--- config.mk ---
export PLATFORM = sky130hd
export DESIGN_NAME = ffba_unit
export DESIGN_NICKNAME = d
export VERILOG_FILES = /design/src/rtl/ffba_unit.sv
export SDC_FILE = /design/constraint.sdc
export NUM_CORES = 1
export LEC_CHECK = 0
export BUFFER_PORTS_ARGS = -buffer_cell sky130_fd_sc_hd__buf_2
export CAP_MARGIN = 20
export CORE_ASPECT_RATIO = 0.7
export CORE_MARGIN = 10
export CORE_UTILIZATION = 45
export DETAILED_ROUTE_END_ITERATION = 8
export PLACE_DENSITY = 0.81
export SLEW_MARGIN = 20
export SYNTH_ARGS = -nofsm -noshare
export SYNTH_HDL_FRONTEND = slang
export SYNTH_SLANG_ARGS = --single-unit
export TNS_END_PERCENT = 1
--- constraint.sdc ---
create_clock -name vclk -period 4.12
set_input_delay 0.618 -clock vclk [all_inputs]
set_output_delay 0.618 -clock vclk [all_outputs]
set_load 0.02 [all_outputs]
--- src/rtl/ffba_unit.sv ---
module ffba_unit #(
  parameter int W = 16
) (
  input  logic signed [W-1:0] a_i,
  input  logic signed [W-1:0] b_i,
  input  logic signed [W-1:0] c_i,
  output logic signed [W-1:0] sum_o,
  output logic                ge_o
);

  // shared add and compare: sum = a + b, ge = (sum >= c)
  assign sum_o = a_i + b_i;
  assign ge_o  = (sum_o >= c_i);

endmodule

# Word level (Yosys, flattened, before mapping)
# Index checks and enable logic that the tools add are counted.
[classes]
n_addsub = 1
n_mul = 0
div_mod_pow = 0
n_lt_le_gt_ge = 1
n_eq_ne = 0
shift = 0
muxes = 0
bitwise = 0
reduce_logical = 0
[op_table]
columns = ["cell", "count"]
rows = [
  ["$add 16x16->16", 1],
  ["$ge 16x16->1", 1],
]
[totals]
ff_bits = 0
latch_bits = 0
mem_bits_rw = 0
rom_bits = 0
output_inout_bits = 17
wordCells = 2
n_memories = 0

# Logic depth before layout (Yosys ltp)
# Gate-level depths: netlist of the first run.
[logic_depth]
depth_word = 2
depth_mapped = 14
ltp_nobuf = 14

# Worst setup path before layout of the first run
# No wires, ideal clock.
[synth_timing]
kind = "input -> output"
from = "input port a_i[0]"
to = "output port ge_o"
arrival_time_ns = 3.235
path_slack_ns = 0.267
cell_stages = 14
path_buffers = 0
cell_sequence = "ha_1 inv_1 fa_1 nor2b_4 o31a_4 nor2_4 o21ai_2 a31oi_1 xnor2_1 ha_1 a21o_1 a21oi_1 o211ai_1 o22a_1"
[synth_between]
elab_chain_len = 2
[synth_rtl]
columns = ["item", "line_no", "text"]
rows = [
  ["from (decl)", "4", "input logic signed [W-1:0] a_i,"],
  ["$add 16x16->16", "12", "assign sum_o = a_i + b_i;"],
  ["named net sum_o[10]", "7", "output logic signed [W-1:0] sum_o,"],
  ["$ge 16x16->1", "13", "assign ge_o = (sum_o >= c_i);"],
  ["to (decl)", "8", "output logic ge_o"],
]
# The timed path passes the listed nets, and every way through them passes these cells.

# Final worst setup path of the first run
[layout_timing]
from = "input port a_i[0]"
to = "output port ge_o"
[layout_between]
elab_chain_len = 2
[layout_rtl]
columns = ["item", "line_no"]
rows = [
  ["$add 16x16->16", "12"],
  ["$ge 16x16->1", "13"],
]
# No other way between the ends.

==> results of run 1 <==
[cell type report]
class | count | area share, %
Inverter | 25 | 6.034
Timing Repair Buffer | 67 | 21.88
Multi-Input combinational cell | 130 | 69.35
Tap cell | 34 | 2.735
[where the power goes]
group          switching, W  leakage [nW]  internal [W]  total (W)
logic              0.000195         0.879      0.000142   0.000338
clock network             0             0             0          0
registers                 0             0             0          0
[metal layers]
metal | vias to the layer above | part of all wire (%)
li1 | 698 | -
met1 | 581 | 46
met2 | 37 | 47
met3 | 0 | 7.0
met4 | 0 | 0
met5 | - | 0
[worst min-delay path, delay by kind of cell]
family / cells / cell delay [ps]
adder cells (fa/ha/maj): 1 / 130
buffers and inverters: 2 / 240
[per-stage QoR]
step	hold slack, ps	instances
after global routing	1656	256
after global placement	1609	256
final	1608	256
after detailed placement	1616	256
after floorplan	1450	156
after CTS	1618	256
[how the worst max path moves through the flow]
stage	endpoint	slack (ps)	cells past startpoint
final	ge_o	170	15
after global routing	ge_o	7	15
after CTS	ge_o	130	15
after detailed placement	ge_o	140	15
after global placement	ge_o	160	15
after floorplan	ge_o	270	14
[cell families after synthesis]
| kind of cell | synth area share [%] |
|---|---|
| compound gates | 32.11 |
| xor+xnor | 10.63 |
| fa+ha+maj | 35.36 |
| buf+inv | 8.568 |
| simple gates | 13.34 |
[placed cells by master, fill, tap and decap left out, drive strengths merged, types with 2 or more instances in the layout]
cell,n
o21a,2
nand2,5
xnor2,8
inv,25
a31oi,2
a21o,8
a21oi,19
nor2b,2
nor2,10
o21bai,3
nand4,2
nand3,4
buf,67
nor3,5
ha,31
xor2,6
o21ai,11
==> metrics.md, run 1 <==
| Metric | Value |
|---|---|
| Cell Rows | `15` |
| Run status | `finished, final reports clean` |
| CP Cell Sequence | `buf_2, ha_1, inv_1, fa_2, nor2b_4, o31a_4, nor2_4, o21ai_2, a221o_1, a41oi_2, ha_1, nand4_1, o41ai_2, o22a_1, buf_2` |
| Gpl congestion | `just over 0.8` |
| Routed vias/inst | `around 5` |
| Met1 Track Usage GR | `between 15 and 20%` |
| Final Hold Fails | `0` |
| RSZ-0062 raised after global routing | `no` |
| Vias in the first global route | `between 1k and 1.5k` |
| HPWL after detailed placement | `around 3200 microns` |
| Delay-heaviest family, CP | `compound AO/OA/AOI/OAI gates` |
| # IOs | `65` |
| Syn Nets | `236` |
| FFs & Latches | `0` |
| Final WL | `between 3000 and 4000 microns` |
| WL per Instance | `about 13 microns` |
| Inserted Diodes | `0` |
| Hold Startpoint | `b_i[0]` |
| DIE AREA | `approximately 0.005 sq mm` |
| Max-slew headroom | `around four fifths` |
| Antenna Nets Post-Route | `0` |
| Largest area contributor in the synthesized netlist | `ha_1` |
| Largest cells by area after synthesis | `ha_1, inv_1, a21oi_1, xnor2_1, a21o_1` |
| DRC errors left | `0` |
| Hold EP | `sum_o[0]` |
| Critical path class | `in -> out` |
| Grt ovf | `0` |
| GR Layer Usage met2 | `~22%` |
| CP Launch Point | `a_i[0]` |
| Max cap viols | `0` |
| Footprint of the multi-input gates | `about 0.0011 sq mm` |
| Overall power | `approximately 0.00034 W` |
| Fin crit period | `3946 ps` |
| Power Dens Cells | `217.0 mW/mm^2` |
| Die width | `just over 80 microns` |
| Mapped Area | `between 0.001 and 0.0015 sq mm` |
| CP peak stage delay | `between 300 and 400 ps` |
| P_leak | `roughly 0.88 nW` |
| Post-CTS Setup Inserts | `0` |
| CP max FO | `3` |
| Finish-stage setup viols | `0` |
| Synth top cells by count | `ha_1, inv_1, a21oi_1` |
| Count of different cell masters after synthesis | `34` |
| Register area share after synthesis | `0%` |
| Slowest cell on crit path | `o41ai_2` |
| Total Nets Final | `~300` |
| Via Count | `1316` |
| Crit path buffers/inverters | `3` |
| Synthesized area per cell | `about 7.4 sq um` |
| Tot GR Track Use | `between 10% and 20%` |
| # clk buffers | `0` |
| DRT Pass-1 Iters | `4` |
| Most frequent cell after synthesis | `ha_1` |
| Largest net degree at the start of global routing | `8` |
| Final period utilization | `between 90% and 100%` |
| PortBufs | `between 60 and 70` |
| 1st-iter DRT viols | `43` |
| GRT Max-Usage Layer | `met2` |
| Tightest Pin Transition | `approximately 300 ps` |
| Peak VDD IR | `92.25 uV` |
| Worst Hold Class | `in -> out` |
| First-pass GRT wire length | `~5700 microns` |
| Post-layout util | `between 60% and 70%` |
| CORE AREA | `roughly 0.0025 sq mm` |
| Starting Density | `46.92%` |
| Arrival time worst endpoint | `about 3300 ps` |
| Layout cells sized above 1 | `about a third` |
| Initial antenna violation count | `0` |
| WP data required | `roughly 3500 ps` |
| Area grow syn2layout | `34.82%` |
| Layout fillers | `approximately 240` |
| Post-route cell area | `approximately 0.0016 sq mm` |
| Worst Setup Start Kind | `input pin` |
| Die Span Y | `slightly above 60 microns` |
| Fmax | `0.2534 GHz` |
| Area after DPL | `approximately 0.0015 sq mm` |
| Hold depth | `3` |
| Cts hold-fix bufs | `0` |
| Area fraction of the dominant cell type after synthesis | `approximately 34%` |
| Mapped Cells | `approximately 160` |
| FF/Latch Area | `0 sq um` |
| Final worst slack | `174.3 ps` |
| Pre-CTS setup slack | `142.1 ps` |
| Setup TNS | `0 ps` |
| Warnings, synthesis | `0` |
| Resize count post-CTS | `0` |
| Grt met3 use | `roughly 2.2%` |
| CP Capture Type | `output port` |
| Final Slew Violations | `0` |
(Power assumes the default switching activity.)
==> run 2, diff against run 1 <==
CORE_MARGIN = 4   (was 10)
==> run 2 against run 1 <==
  * Global-route usage increased by 4.4 points
  * Utilization decreased by 0.10 points
  * Cell count unchanged
  * Design area decreased by 0.16%
  * Worst setup slack improved by 22 ps
  * First-iteration DRC count decreased by 19%
  * Critical endpoint unchanged
==> metrics.md, run 2 (synthesis results as in run 1) <==
| Metric | Value |
|---|---|
| Peak VDD IR | `98.85 uV` |
| P_leak | `approximately 0.88 nW` |
| FFs & Latches | `0` |
| Psw | `between 0.00015 and 0.0002 W` |
| Largest net degree at the start of global routing | `8` |
| Switching share of total power | `approximately 58%` |
| Post-route cell area | `about 0.0016 sq mm` |
| Final Hold Fails | `0` |
| Inserted Diodes | `0` |
| Worst Setup Start Kind | `input pin` |
| Worst Hold Class | `in -> out` |
| Slowest cell on crit path | `o41ai_2` |
| Power Dens Cells | `around 220 mW/mm^2` |
| Cell Rows | `15` |
| Int Pwr | `approximately 0.00014 W` |
| Fmax | `between 0.2 and 0.3 GHz` |
| Placed instance count | `around 260` |
| Critical path class | `in -> out` |
| Setup TNS | `0 ps` |
| Sequential share of power | `0%` |
| Resize count post-CTS | `0` |
| Tightest Pin Transition | `between 200 and 300 ps` |
| Area after DPL | `0.001531 sq mm` |
| Grt ovf | `0` |
| Finish-stage setup viols | `0` |
| DIE AREA | `about 0.0035 sq mm` |
| Post-CTS Setup Inserts | `0` |
| CORE AREA | `0.002459 sq mm` |
| Die Span Y | `a little over 50 microns` |
| Via Count | `around 1.3k` |
| Routed vias/inst | `about 5.1` |
| Layout fillers | `between 200 and 250` |
| Hold EP | `sum_o[0]` |
| Final Slew Violations | `0` |
| Total Nets Final | `about 300` |
| Die width | `approximately 70 microns` |
| Starting Density | `46.92%` |
| Initial antenna violation count | `0` |
| Layout cells sized above 1 | `approximately a third` |
| 1st-iter DRT viols | `35` |
| DRT Pass-1 Iters | `4` |
| Arrival time worst endpoint | `between 3000 and 4000 ps` |
| Fin cells | `between 200 and 300` |
| CP Capture Type | `output port` |
| Vias in the first global route | `1114` |
| CP Cell Sequence | `buf_2, ha_1, inv_1, fa_2, nor2b_4, o31a_4, nor2_4, o21bai_1, xor2_1, ha_1, nand3_1, a21oi_1, nor4_2, o41ai_2, o22a_1, buf_2` |
| Antenna Nets Post-Route | `0` |
| Hold Startpoint | `b_i[0]` |
| Fin crit period | `about 4000 ps` |
| HPWL after detailed placement | `about 2800 microns` |
| Commonest non-fill, non-tap cell in the layout | `buf_2` |
| CP peak stage delay | `between 300 and 400 ps` |
| Gate power share | `100.0%` |
| Hold depth | `3` |
| # clk buffers | `0` |
| Final period utilization | `a little over nine tenths` |
| Run status | `finished, final reports clean` |
| CP max FO | `3` |
| Area grow syn2layout | `34.60%` |
| Commonest non-fill, non-tap cells in the layout | `buf_2, ha_1, inv_1, a21oi_1, o21ai_0` |
| First-pass GRT wire length | `slightly below 5000 microns` |
| WP data required | `approximately 3500 ps` |
| FF/Latch Area | `0 sq um` |
| Clk pwr share | `0%` |
| Post-layout util | `between 60% and 70%` |
| PortBufs | `65` |
| DRC errors left | `0` |
| Tot GR Track Use | `~17%` |
| # IOs | `65` |
| Gpl congestion | `between 0.8 and 0.9` |
| WL per Instance | `roughly 12 microns` |
| Max cap viols | `0` |
| Max-slew headroom | `80.71%` |
| Final WL | `a little over 3000 microns` |
| Cts hold-fix bufs | `0` |
## run 2: cell counts in the layout (fill, tap and decap cells not counted)
No cell type changed its count.
## run 2: how the worst max path moves through the flow
stage	startpoint	to	slack, ps
final	a_i[0]	ge_o	200
after global routing	a_i[1]	ge_o	-30
after CTS	a_i[0]	ge_o	140
after detailed placement	a_i[0]	ge_o	140
after global placement	a_i[0]	ge_o	170
after floorplan	a_i[0]	ge_o	270
## run 2: area by class of cell
| cell class | count | area, sq um | area share (%) |
|---|---|---|---|
| Inverter | 25 | 93.84 | 6.044 |
| Multi-Input combinational cell | 130 | 1076 | 69.30 |
| Tap cell | 34 | 42.54 | 2.740 |
| Timing Repair Buffer | 67 | 340.3 | 21.92 |
## run 2: layer usage
metal  vias up  GRT usage (%)  routed length (microns)
met2        42          27.73                     1409
met4         0          1.320                       12
met3         2         0.8949                      202
met1       574          26.00                     1481
met5         -              0                        0
li1        696              -                        -
## run 2: power by group through the flow
stage	Combinational (W)	Clock [W]	Sequential (W)
after floorplan	0.000230	0	0
after global placement	0.000322	0	0
after detailed placement	0.000331	0	0
after CTS	0.000332	0	0
after global routing	0.000375	0	0
final	0.000339	0	0
## run 2: critical path: cells and delay by family
kind | cells | cell delay (ps)
AO/OA/AOI/OAI | 5 | 1040
XOR/XNOR | 1 | 180
adder cells (fa/ha/maj) | 3 | 790
buffers and inverters | 3 | 330
AND/OR/NAND/NOR | 4 | 330
## run 2: per-stage QoR
stage	hold WS, ps	worst slack [ps]	total power (W)
after floorplan	1450	266.8	0.0002300
after global placement	1601	166.7	0.0003223
after detailed placement	1599	143.2	0.0003307
after CTS	1601	135.8	0.0003319
after global routing	1636	-29.20	0.0003751
final	1594	196.3	0.0003392
